[src/hdl/deq_pkg.sv]
// Shared types, constants and index helpers for the double-ended queue.
package deq_pkg;

	localparam int DEPTH        = 64;
	localparam int DATA_WIDTH   = 32;
	localparam int OP_WIDTH     = 3;
	localparam int VALUE_WIDTH  = 32;
	localparam int STATUS_WIDTH = 3;
	localparam int IDX_W        = (DEPTH > 1) ? $clog2(DEPTH) : 1;
	localparam int CNT_W        = $clog2(DEPTH + 1);

	typedef logic [IDX_W-1:0]      idx_t;
	typedef logic [CNT_W-1:0]      cnt_t;
	typedef logic [DATA_WIDTH-1:0] word_t;

	typedef enum logic [OP_WIDTH-1:0] {
		OP_PUSH_FRONT = 3'd0,
		OP_PUSH_BACK  = 3'd1,
		OP_POP_FRONT  = 3'd2,
		OP_POP_BACK   = 3'd3,
		OP_LIST_ALL   = 3'd4
	} op_t;

	typedef enum logic [STATUS_WIDTH-1:0] {
		RS_PUSHED       = 3'd0,
		RS_FULL_DROPPED = 3'd1,
		RS_POPPED       = 3'd2,
		RS_POPPED_LAST  = 3'd3,
		RS_POP_EMPTY    = 3'd4,
		RS_LISTED       = 3'd5,
		RS_LIST_EMPTY   = 3'd6
	} rstatus_t;

	typedef enum logic [1:0] {
		ST_IDLE,
		ST_POP,
		ST_LIST
	} state_t;

	typedef enum logic [2:0] {
		DP_NONE,
		DP_PUSH_FRONT,
		DP_PUSH_BACK,
		DP_POP_FRONT,
		DP_POP_BACK,
		DP_LIST_FIRST,
		DP_LIST_NEXT
	} dp_op_t;

	typedef struct packed {
		dp_op_t   op;
		logic     out_load;
		logic     out_use_mem;
		logic     out_last;
		rstatus_t out_status;
	} dp_cmd_t;

	typedef struct packed {
		logic full;
		logic empty;
		logic count_zero;
		logic list_end;
		logic out_free;
	} dp_stat_t;

	// head + offset modulo DEPTH; both operands stay below DEPTH
	function automatic idx_t wrap_add(idx_t head, cnt_t offset);
		logic [CNT_W:0] sum;
		sum = (CNT_W + 1)'(head) + (CNT_W + 1)'(offset);
		if (sum >= (CNT_W + 1)'(DEPTH))
			sum = sum - (CNT_W + 1)'(DEPTH);
		return sum[IDX_W-1:0];
	endfunction

	function automatic idx_t wrap_dec(idx_t head);
		return (head == '0) ? IDX_W'(DEPTH - 1) : head - 1'b1;
	endfunction

endpackage

[src/hdl/deq_ctrl.sv]
// Controller state machine: decodes operations and sequences pops and listing.
module deq_ctrl import deq_pkg::*; (
	input  logic                clk,
	input  logic                arst_n,
	input  logic                op_valid,
	output logic                op_ready,
	input  logic [OP_WIDTH-1:0] operation,
	input  dp_stat_t            stat,
	output dp_cmd_t             cmd
);

	state_t state_q, state_d;

	always_ff @(posedge clk or negedge arst_n) begin
		if (!arst_n)
			state_q <= ST_IDLE;
		else
			state_q <= state_d;
	end

	always_comb begin
		state_d         = state_q;
		op_ready        = 1'b0;
		cmd.op          = DP_NONE;
		cmd.out_load    = 1'b0;
		cmd.out_use_mem = 1'b0;
		cmd.out_last    = 1'b1;
		cmd.out_status  = RS_PUSHED;
		case (state_q)
			ST_IDLE: begin
				op_ready = stat.out_free;
				if (op_valid && stat.out_free) begin
					case (op_t'(operation))
						OP_PUSH_FRONT, OP_PUSH_BACK: begin
							cmd.out_load = 1'b1;
							if (stat.full) begin
								cmd.out_status = RS_FULL_DROPPED;
							end else begin
								cmd.out_status = RS_PUSHED;
								cmd.op = (op_t'(operation) == OP_PUSH_FRONT) ?
									DP_PUSH_FRONT : DP_PUSH_BACK;
							end
						end
						OP_POP_FRONT, OP_POP_BACK: begin
							if (stat.empty) begin
								cmd.out_load   = 1'b1;
								cmd.out_status = RS_POP_EMPTY;
							end else begin
								cmd.op = (op_t'(operation) == OP_POP_FRONT) ?
									DP_POP_FRONT : DP_POP_BACK;
								state_d = ST_POP;
							end
						end
						OP_LIST_ALL: begin
							if (stat.empty) begin
								cmd.out_load   = 1'b1;
								cmd.out_status = RS_LIST_EMPTY;
							end else begin
								cmd.op  = DP_LIST_FIRST;
								state_d = ST_LIST;
							end
						end
						default: begin
							// unknown code: take the transaction, no result
						end
					endcase
				end
			end
			ST_POP: begin
				// read data is ready; the output slot was freed at accept
				cmd.out_load    = 1'b1;
				cmd.out_use_mem = 1'b1;
				cmd.out_status  = stat.count_zero ? RS_POPPED_LAST : RS_POPPED;
				state_d         = ST_IDLE;
			end
			ST_LIST: begin
				if (stat.out_free) begin
					cmd.out_load    = 1'b1;
					cmd.out_use_mem = 1'b1;
					cmd.out_status  = RS_LISTED;
					cmd.out_last    = stat.list_end;
					if (stat.list_end)
						state_d = ST_IDLE;
					else
						cmd.op = DP_LIST_NEXT;
				end
			end
			default: state_d = ST_IDLE;
		endcase
	end

endmodule

[src/hdl/deq_dpath.sv]
// Datapath: ring store, head and count registers, list index and result register.
module deq_dpath import deq_pkg::*; (
	input  logic                           clk,
	input  logic                           arst_n,
	input  logic signed [VALUE_WIDTH-1:0]  push_value,
	input  dp_cmd_t                        cmd,
	output dp_stat_t                       stat,
	output logic                           res_valid,
	input  logic                           res_ready,
	output logic signed [VALUE_WIDTH-1:0]  result_value,
	output logic [STATUS_WIDTH-1:0]        status,
	output logic                           last_result
);

	word_t mem [DEPTH];
	word_t rd_data_q;
	idx_t  head_q;
	cnt_t  count_q;
	cnt_t  list_idx_q;
	logic  out_valid_q;
	logic signed [VALUE_WIDTH-1:0] out_value_q;
	logic [STATUS_WIDTH-1:0]       out_status_q;
	logic                          out_last_q;

	cnt_t  offset;
	idx_t  slot;
	idx_t  head_dec;
	word_t word_in;
	logic  wr_en, rd_en;
	idx_t  wr_addr, rd_addr;

	assign word_in  = DATA_WIDTH'(push_value);
	assign head_dec = wrap_dec(head_q);

	// one shared ring adder for the back slot, pop-back slot and list walk
	always_comb begin
		case (cmd.op)
			DP_PUSH_BACK: offset = count_q;
			DP_POP_BACK:  offset = count_q - 1'b1;
			DP_LIST_NEXT: offset = list_idx_q;
			default:      offset = '0;
		endcase
	end
	assign slot = wrap_add(head_q, offset);

	always_comb begin
		wr_en   = (cmd.op == DP_PUSH_FRONT) || (cmd.op == DP_PUSH_BACK);
		wr_addr = (cmd.op == DP_PUSH_FRONT) ? head_dec : slot;
		rd_en   = (cmd.op == DP_POP_FRONT) || (cmd.op == DP_POP_BACK) ||
			(cmd.op == DP_LIST_FIRST) || (cmd.op == DP_LIST_NEXT);
		rd_addr = slot;
	end

	always_ff @(posedge clk) begin
		if (wr_en)
			mem[wr_addr] <= word_in;
		if (rd_en)
			rd_data_q <= mem[rd_addr];
	end

	always_ff @(posedge clk or negedge arst_n) begin
		if (!arst_n) begin
			head_q     <= '0;
			count_q    <= '0;
			list_idx_q <= '0;
		end else begin
			case (cmd.op)
				DP_PUSH_FRONT: begin
					head_q  <= head_dec;
					count_q <= count_q + 1'b1;
				end
				DP_PUSH_BACK: count_q <= count_q + 1'b1;
				DP_POP_FRONT: begin
					head_q  <= wrap_add(head_q, CNT_W'(1));
					count_q <= count_q - 1'b1;
				end
				DP_POP_BACK:   count_q <= count_q - 1'b1;
				DP_LIST_FIRST: list_idx_q <= CNT_W'(1);
				DP_LIST_NEXT:  list_idx_q <= list_idx_q + 1'b1;
				default: ;
			endcase
		end
	end

	always_ff @(posedge clk or negedge arst_n) begin
		if (!arst_n)
			out_valid_q <= 1'b0;
		else if (cmd.out_load)
			out_valid_q <= 1'b1;
		else if (res_ready)
			out_valid_q <= 1'b0;
	end

	always_ff @(posedge clk) begin
		if (cmd.out_load) begin
			out_value_q  <= cmd.out_use_mem ? VALUE_WIDTH'($signed(rd_data_q)) : '0;
			out_status_q <= cmd.out_status;
			out_last_q   <= cmd.out_last;
		end
	end

	always_comb begin
		stat.full       = (count_q == CNT_W'(DEPTH));
		stat.empty      = (count_q == '0);
		stat.count_zero = (count_q == '0);
		stat.list_end   = (list_idx_q == count_q);
		stat.out_free   = !out_valid_q || res_ready;
	end

	assign res_valid    = out_valid_q;
	assign result_value = out_value_q;
	assign status       = out_status_q;
	assign last_result  = out_last_q;

endmodule

[src/hdl/double_ended_queue.sv]
// Top level of the double-ended queue: controller plus datapath.
//
//   channel | handshake           | payload
//   --------+---------------------+------------------------------------
//   op      | op_valid / op_ready | operation, push_value
//   res     | res_valid/res_ready | result_value, status, last_result
//
// Push, failed pop and empty list: the result is registered and appears in the next cycle.
// Pop: the store read is registered, then the result register loads from it in ST_POP.
// List of N entries: N results, one store read a cycle unless the result stalls, op_ready low meanwhile.
// A stalled result holds the result register and the list walk; op_ready drops.
// Reset clears head and count at once; the store contents are not cleared.
module double_ended_queue import deq_pkg::*; (
	input  logic                          clk,
	input  logic                          arst_n,
	input  logic                          op_valid,
	output logic                          op_ready,
	input  logic [OP_WIDTH-1:0]           operation,
	input  logic signed [VALUE_WIDTH-1:0] push_value,
	output logic                          res_valid,
	input  logic                          res_ready,
	output logic signed [VALUE_WIDTH-1:0] result_value,
	output logic [STATUS_WIDTH-1:0]       status,
	output logic                          last_result
);

	dp_cmd_t  cmd;
	dp_stat_t stat;

	deq_ctrl u_ctrl (
		.clk       (clk),
		.arst_n    (arst_n),
		.op_valid  (op_valid),
		.op_ready  (op_ready),
		.operation (operation),
		.stat      (stat),
		.cmd       (cmd)
	);

	deq_dpath u_dpath (
		.clk          (clk),
		.arst_n       (arst_n),
		.push_value   (push_value),
		.cmd          (cmd),
		.stat         (stat),
		.res_valid    (res_valid),
		.res_ready    (res_ready),
		.result_value (result_value),
		.status       (status),
		.last_result  (last_result)
	);

endmodule

[config.mk]
export PLATFORM = sky130hd
export DESIGN_NAME = double_ended_queue
export DESIGN_NICKNAME = d
export VERILOG_FILES = /design/src/hdl/deq_pkg.sv /design/src/hdl/deq_ctrl.sv /design/src/hdl/deq_dpath.sv /design/src/hdl/double_ended_queue.sv
export SDC_FILE = /design/constraint.sdc
export NUM_CORES = 2
export LEC_CHECK = 0
export ABC_AREA = 1
export BUFFER_PORTS_ARGS = -buffer_cell sky130_fd_sc_hd__buf_2
export CORE_ASPECT_RATIO = 1.4
export CORE_UTILIZATION = 40
export DETAILED_ROUTE_END_ITERATION = 10
export GPL_ROUTABILITY_DRIVEN = 1
export HOLD_SLACK_MARGIN = 0.03
export PLACE_DENSITY = 0.64
export SLEW_MARGIN = 10
export SYNTH_ARGS = -nofsm -noshare
export SYNTH_HDL_FRONTEND = slang
export SYNTH_SLANG_ARGS = --single-unit
[constraint.sdc]
create_clock -name clk -period 5.4 [get_ports clk]
set_clock_uncertainty 0.15 [all_clocks]
set_input_delay 0.27 -clock clk [delete_from_list [all_inputs] [get_ports clk]]
set_output_delay 0.27 -clock clk [all_outputs]
set_load 0.01 [all_outputs]
Yosys cells after proc, flatten, opt, wreduce, memory -nomap -nowiden
Memories as Yosys holds them, arrays and structs flattened. A register that Yosys moved wholly into a read port is not among the register bits.
Index checks and enable logic that the tools add are counted.
Storage, ports and cells
  bits in registers: 59
  memory bits (writable): 2048
  word-level logic and storage cells: 100
  memories: 1
Memory list
  u_dpath.mem: words 64, bits a word 32, read ports 1, clocked after memory_dff 1, write ports 1, line deq_dpath.sv:15  | word_t mem [DEPTH];
Operators by class
  add/sub/neg operators: 8
  $lt $le $gt $ge: 2
  equality and inequality tests: 20
  multiplexer cells: 40
  reduce and logical (&&, ||, !) cells: 21
Operators with widths (number)
  $pmux 7 s2: 2
  $mux 3: 8
  $mux 6: 4
  $pmux 7 s3: 1
  $pmux 3 s3: 2
  $sub 6x1->6 const B: 3
  $add 7x1->7 const B: 2
  $eq 3x2->1 const B: 4
  $eq 3x3->1 const B: 4
  $mux 2: 6
  $pmux 4 s3: 1
  $pmux 6 s2: 1
  $mux 9: 1
  $ne 3x3->1 const B: 3
  $add 6x7->8: 1
  $ge 8x7->1 const B: 1
  $mux 1: 8
  $pmux 2 s2: 2
  $reduce_bool 2->1: 4
  $reduce_or 2->1: 4
  $add 6x1->7 const B: 1
  $eq 7x7->1: 1
  $eq 7x7->1 const B: 1
  $ge 7x7->1 const B: 1
  other kinds (18): 25

Depth between registers and ports, before layout
  depth in word-level cells: 12
  gate-level depth with buffers: 28
  depth with buffers taken out: 27

Cells and area by module
From an unflattened synthesis, not the netlist that was laid out.
Unflattened totals
  cells, all modules: 6905
  area, all modules: 85617.1 um2
By module, submodules not included
  deq_dpath: instances 1, cells an instance 6832, area each 85196.7 um2
  deq_ctrl: instances 1, cells an instance 73, area each 420.4 um2

Least setup slack after synthesis
No wires, ideal clock.
  kind: register to register
  start point: register u_ctrl.state_q[0]
  end point: memory u_dpath.mem[19][0] (netlist name) (enable)
  library setup time: 0.421 ns
  data arrival time: 5.342 ns
  required time: 4.829 ns
  slack: -0.513 ns
  stages on the path, launching flop included: 22
  period minus slack after synthesis: 5.913 ns
  path through: dfrtp_1 inv_1 ha_1 inv_1 nor2_1 nand2_1 a21oi_1 nand2_2 nand3_1 clkbuf_1 nor2_1 a21oi_1 o21ai_0 ha_1 fa_1 clkbuf_1 clkbuf_1 clkbuf_1 o21ai_2 nor2_2 nand2_2 nor2_1
Between the ends
  cells in the longest elaborated chain, start to end: 8
  elaborated cells on any way between the ends: 16
  classes of those cells: add/sub: 2; order compare: 1; eq/ne: 5; mux: 6; reduce/logical: 2
RTL lines
  from (decl): line deq_ctrl.sv:12  | state_t state_q, state_d;
  from (signal assigned): line deq_ctrl.sv:18  | state_q <= state_d;
  $eq 2x2->1 or $logic_not 2->1 (tied branches): line deq_ctrl.sv:29  | case (state_q)
  $pmux 3 s2 *: line deq_ctrl.sv:29
  $eq 3x3->1 or $eq 3x2->1 (tied branches): line deq_dpath.sv:37, deq_dpath.sv:47
  $pmux 7 s3: line deq_dpath.sv:37  | case (cmd.op)
  $add 6x7->8: line deq_pkg.sv:69  | sum = (CNT_W + 1)'(head) + (CNT_W + 1)'(offset);
  $ge 8x7->1 or $sub 6x1->6 (tied branches): line deq_pkg.sv:70, deq_pkg.sv:71
  $mux 6: line deq_pkg.sv:70  | if (sum >= (CNT_W + 1)'(DEPTH))
  $mux 6: line deq_dpath.sv:48  | wr_addr = (cmd.op == DP_PUSH_FRONT) ? head_dec : slot;
  to (decl): line deq_dpath.sv:15
Every way passes the cells marked *; elsewhere a longest branch is shown, timed or not.

Worst setup path in the final report
  start point: register u_dpath.count_q[0]
  end point: register u_dpath.rd_data_q[0] (read register of u_dpath.mem) (data pin)
Between the ends
  cells in the longest elaborated chain, start to end: 10
  elaborated cells on any way between the ends: 25
  classes of those cells: add/sub: 3; order compare: 1; eq/ne: 7; mux: 10; reduce/logical: 4
RTL lines
  from (decl): line deq_dpath.sv:18  | cnt_t count_q;
  from (signal assigned): line deq_dpath.sv:70  | count_q <= count_q + 1'b1;
  from (signal assigned): line deq_dpath.sv:72  | DP_PUSH_BACK: count_q <= count_q + 1'b1;
  from (signal assigned): line deq_dpath.sv:75  | count_q <= count_q - 1'b1;
  $eq 7x7->1 or $logic_not 7->1 (tied branches): line deq_dpath.sv:103, deq_dpath.sv:104
  $mux 3, on equally long branches: line deq_ctrl.sv:36, deq_ctrl.sv:45, deq_ctrl.sv:55
  $pmux 4 s3: line deq_ctrl.sv:33  | case (op_t'(operation))
  $mux 4: line deq_ctrl.sv:32  | if (op_valid && stat.out_free) begin
  $pmux 3 s2: line deq_ctrl.sv:29
  $eq 3x3->1, or another cell as far along: line deq_dpath.sv:37, deq_dpath.sv:50
  $pmux 7 s3: line deq_dpath.sv:37
  $add 6x7->8: line deq_pkg.sv:69
  $ge 8x7->1 or $sub 6x1->6 (tied branches): line deq_pkg.sv:70, deq_pkg.sv:71
  $mux 6: line deq_pkg.sv:70
  to (decl): line deq_dpath.sv:16  | word_t rd_data_q;
Parallel ways exist; a longest one is shown, timed or not.
A chain may end at the register's enable or synchronous reset.

==> impl_results.md <==
* Synth Area per Inst at 15.0 um2
* First-pass detailed-route iteration total at 6
* First-iteration detailed-routing DRC count at 6331
* CP Data Required Time at 5.94 ns
* Top_reg_cell synth: edfxtp_1
* Mapped Cells at 5657
* Root Buffer: clkbuf_16
* Slew margin rel. at 14.9%
* Warnings from Yosys at 0
* Die ar. at 0.214 mm2
* Port bufs at 76
* CORE AREA at 0.210 mm2
* Syn Std Cell Area at 0.0849 mm2
* H-tree Lvls at 4
* IO Count at 77
* Final WS setup at 0.130 ns
* Simple-gate share of the synthesized area at 6.74%
* Syn_nets at 5712
* Starting Density at 40.3%
* Library cells used by synthesis at 43
* Sequential area share after synthesis at 75.5%
* Total GRT Usage at 22.5%
* Vias/cell at 5.86
* RePlAce Congestion at 0.867
* Largest net degree at the start of global routing at 116
* RSZ-0062 raised after global routing: yes
* Clock period minus worst slack at 5.27 ns
* #FFs+latches synth at 2139
* Placed cells at 8456
* First-pass GRT wire length at 353000 um
* Final hold slack at 0.0187 ns
* Layout cell share with drive strength beyond 1 at 14.2%
* Vias in the first global route at 51200
* Final WL at 249000 um
* Fraction of registers with async set or reset after synthesis at 1.08%
* Max capacitance violation total at 0
* CTS Buffer Depth at 4
* Area growth syn-to-layout at 17.2%
* Worst-margin pin slew at 1.28 ns
* Worst Path Max Fanout at 42
* Die H at 547 um
* Vias at 52100
* Crit Path Class: reg -> reg
* Reg clk slew, reported paths at 0.06 ns
* Final HPWL DP at 143000 um
* Post-route antenna net violation count at 0
* CTS sink count at 2139
* Adder-Cell Fraction of Synth Area at 0.245%
* CTS tree: built
* Hold Vio Cnt, Final at 0
* Row cnt at 199
* Setup TNS at 0 ns
* Status: complete, no violations
* Clk Latency, worst-skew pair at 0.85 ns
* Residual DRC at 0
* Max-slew violation count at 0
* FF-to-FF path depth at 24
* Layout Cells excl Fill at 8883
* Die width at 391 um
* Layout Nets at 5962
* Startpoint types: flip-flop
* Mux contribution to synthesized area at 6.04%
* Fillers at 17700
* Post-Synth XOR/XNOR Area at 0.165%
* Critical Path End Type: flip-flop
* Synth Area in Compound Gates at 9.00%
* Largest family of logic cells by synthesized area: compound AO/OA/AOI/OAI gates
* CTS Buf Count at 196
* Congestion Overflow GR at 0
* Initial antenna violation count at 16
* Routed WL per cell at 28.1 um
* Crit path DAT at 5.81 ns
* Setup WS pre-CTS at -0.245 ns
* Number of synthesized flops with an enable pin at 2116
* Tcrit/Tclk final at 97.6%
* Fmax at 190 MHz
* Final Setup Violations at 0
* Hold Path Depth at 2
* Worst Hold Class: in -> reg
sequential cells by signal, summed over array words and instances, names as in the netlist:
signal,flops
u_dpath.status,3
u_dpath.rd_data_q,32
u_dpath.result_value,32
u_dpath.mem,2048
u_ctrl.state_q,2
u_dpath.head_q,6
u_dpath.count_q,7
u_dpath.res_valid,1
u_dpath.list_idx_q,7
u_dpath.last_result,1
cells in the final DEF, fill, tap and decap left out, drive strengths merged, types with 14 or more instances in the layout:
cell            n
bufinv         24
a21oi          14
nand4          14
dlygate4sd3    42
dfrtp          23
clkinv         77
o221ai        517
nand2         392
inv            98
nor2          671
mux2i         512
o21ai         540
ha             15
clkbuf        250
edfxtp       2116
buf           393
xor2           15
nand3         276
a31oi          33
final cells by class:
type	count	area [um2]	area share (%)
Antenna cell	7	17.5	0.0176
Clock buffer	238	5170	5.19
Inverter	92	368	0.370
Clock inverter	115	1180	1.18
Sequential cell	2139	64100	64.5
Timing Repair Buffer	448	5490	5.52
Multi-Input combinational cell	3030	19600	19.7
Tap cell	2814	3520	3.54
layer usage:
| metal | GRT usage, % | routed length (um) | up-vias |
|---|---|---|---|
| li1 | - | - | 22500 |
| met1 | 28.2 | 93200 | 26500 |
| met2 | 37.9 | 123000 | 2564 |
| met3 | 2.77 | 18600 | 556 |
| met4 | 12.4 | 14700 | 2 |
| met5 | 0 | 8 | - |
worst paths after layout:
kind | from | endpoint | slack (ns)
setup / recovery | u_dpath.count_q[0] | u_dpath.rd_data_q[0] | 0.13
hold / removal | push_value[7] | u_dpath.mem[5][7] | 0.02
setup reg to reg | u_dpath.count_q[0] | u_dpath.rd_data_q[0] | 0.13
hold reg to reg | u_dpath.rd_data_q[21] | u_dpath.result_value[21] | 0.40
max in group asynchronous | arst_n | u_dpath.head_q[2] | 4.58
min in group asynchronous | arst_n | u_dpath.res_valid | 0.34
synthesized netlist by cell type (2+ instances only):
cell      count  area (um2)
nor2_4        3        33.8
inv_2        16        60.1
buf_6         3        33.8
nand4_1       6        37.5
buf_2        63         315
o21ai_2       6        52.6
mux2i_1     512        5120
o21ai_1       4        20.0
nand2_2       6        37.5
o211ai_1      4        30.0
clkbuf_1    312        1170
edfxtp_1   2116       63500
dfrtp_1      23         576
o22ai_1       3        18.8
nor2_8        2        40.0
buf_1        17        63.8
a31oi_1      33         206
or2_2         3        18.8
nand2_1     380        1430
nand2_4       6        67.6
nor2_2        2        12.5
o221ai_1    517        4530
nor3_1       12        60.1
xor2_1       15         131
nor2_1      664        2490
o21ai_0     530        2650
a21oi_1      14        70.1
nand3_1     276        1380
inv_1        74         278
nand4_2       8         100
ha_1         15         188
cells by family after synthesis:
| kind of cell | count (synthesis) |
|---|---|
| adder cells (fa/ha/maj) | 16 |
| AO/OA/AOI/OAI | 1117 |
| flip-flops | 2139 |
| multiplexers | 512 |
| buffers and inverters | 488 |
| XOR/XNOR | 16 |
| AND/OR/NAND/NOR | 1369 |
stage by stage:
stage          util [%]  area [um2]
2_1_floorplan         -       84900
3_3_place_gp       43.7       91800
3_5_place_dp       43.7       91900
4_1_cts            47.0       98800
5_1_grt            47.3       99500
6_report           47.3       99500
critical path, stage by stage, from the launching register on:
cell and delay (ns):
dfrtp_1 0.43, inv_1 0.15, ha_1 0.26, nand4_1 0.24, inv_2 0.15, nor2_1 0.07
inv_1 0.09, nand2_4 0.10, nand2_2 0.13, inv_1 0.10, a21oi_1 0.12, o21ai_1 0.11
ha_4 0.19, fa_4 0.95, buf_12 0.20, buf_4 0.15, buf_16 0.20, o21ai_0 0.13
o221ai_1 0.25, nand3_1 0.11, nand2_1 0.09, nand2_1 0.23, nand2_2 0.26, nor2_1 0.08
a31oi_1 0.15
timing repair:
item / CTS / global route
hold buffers: 43 / 0
pin swaps: 3 / 7
gates resized for setup: 15 / 69
hold endpoints to repair: 1195 / 0
endpoints found under the setup margin: 18 / 2080
setup buffers: 6 / 5
gates cloned: 1 / 12
Power is not shown: default switching activity piles up to over one toggle a cycle in this logic, so the estimate is an artifact.
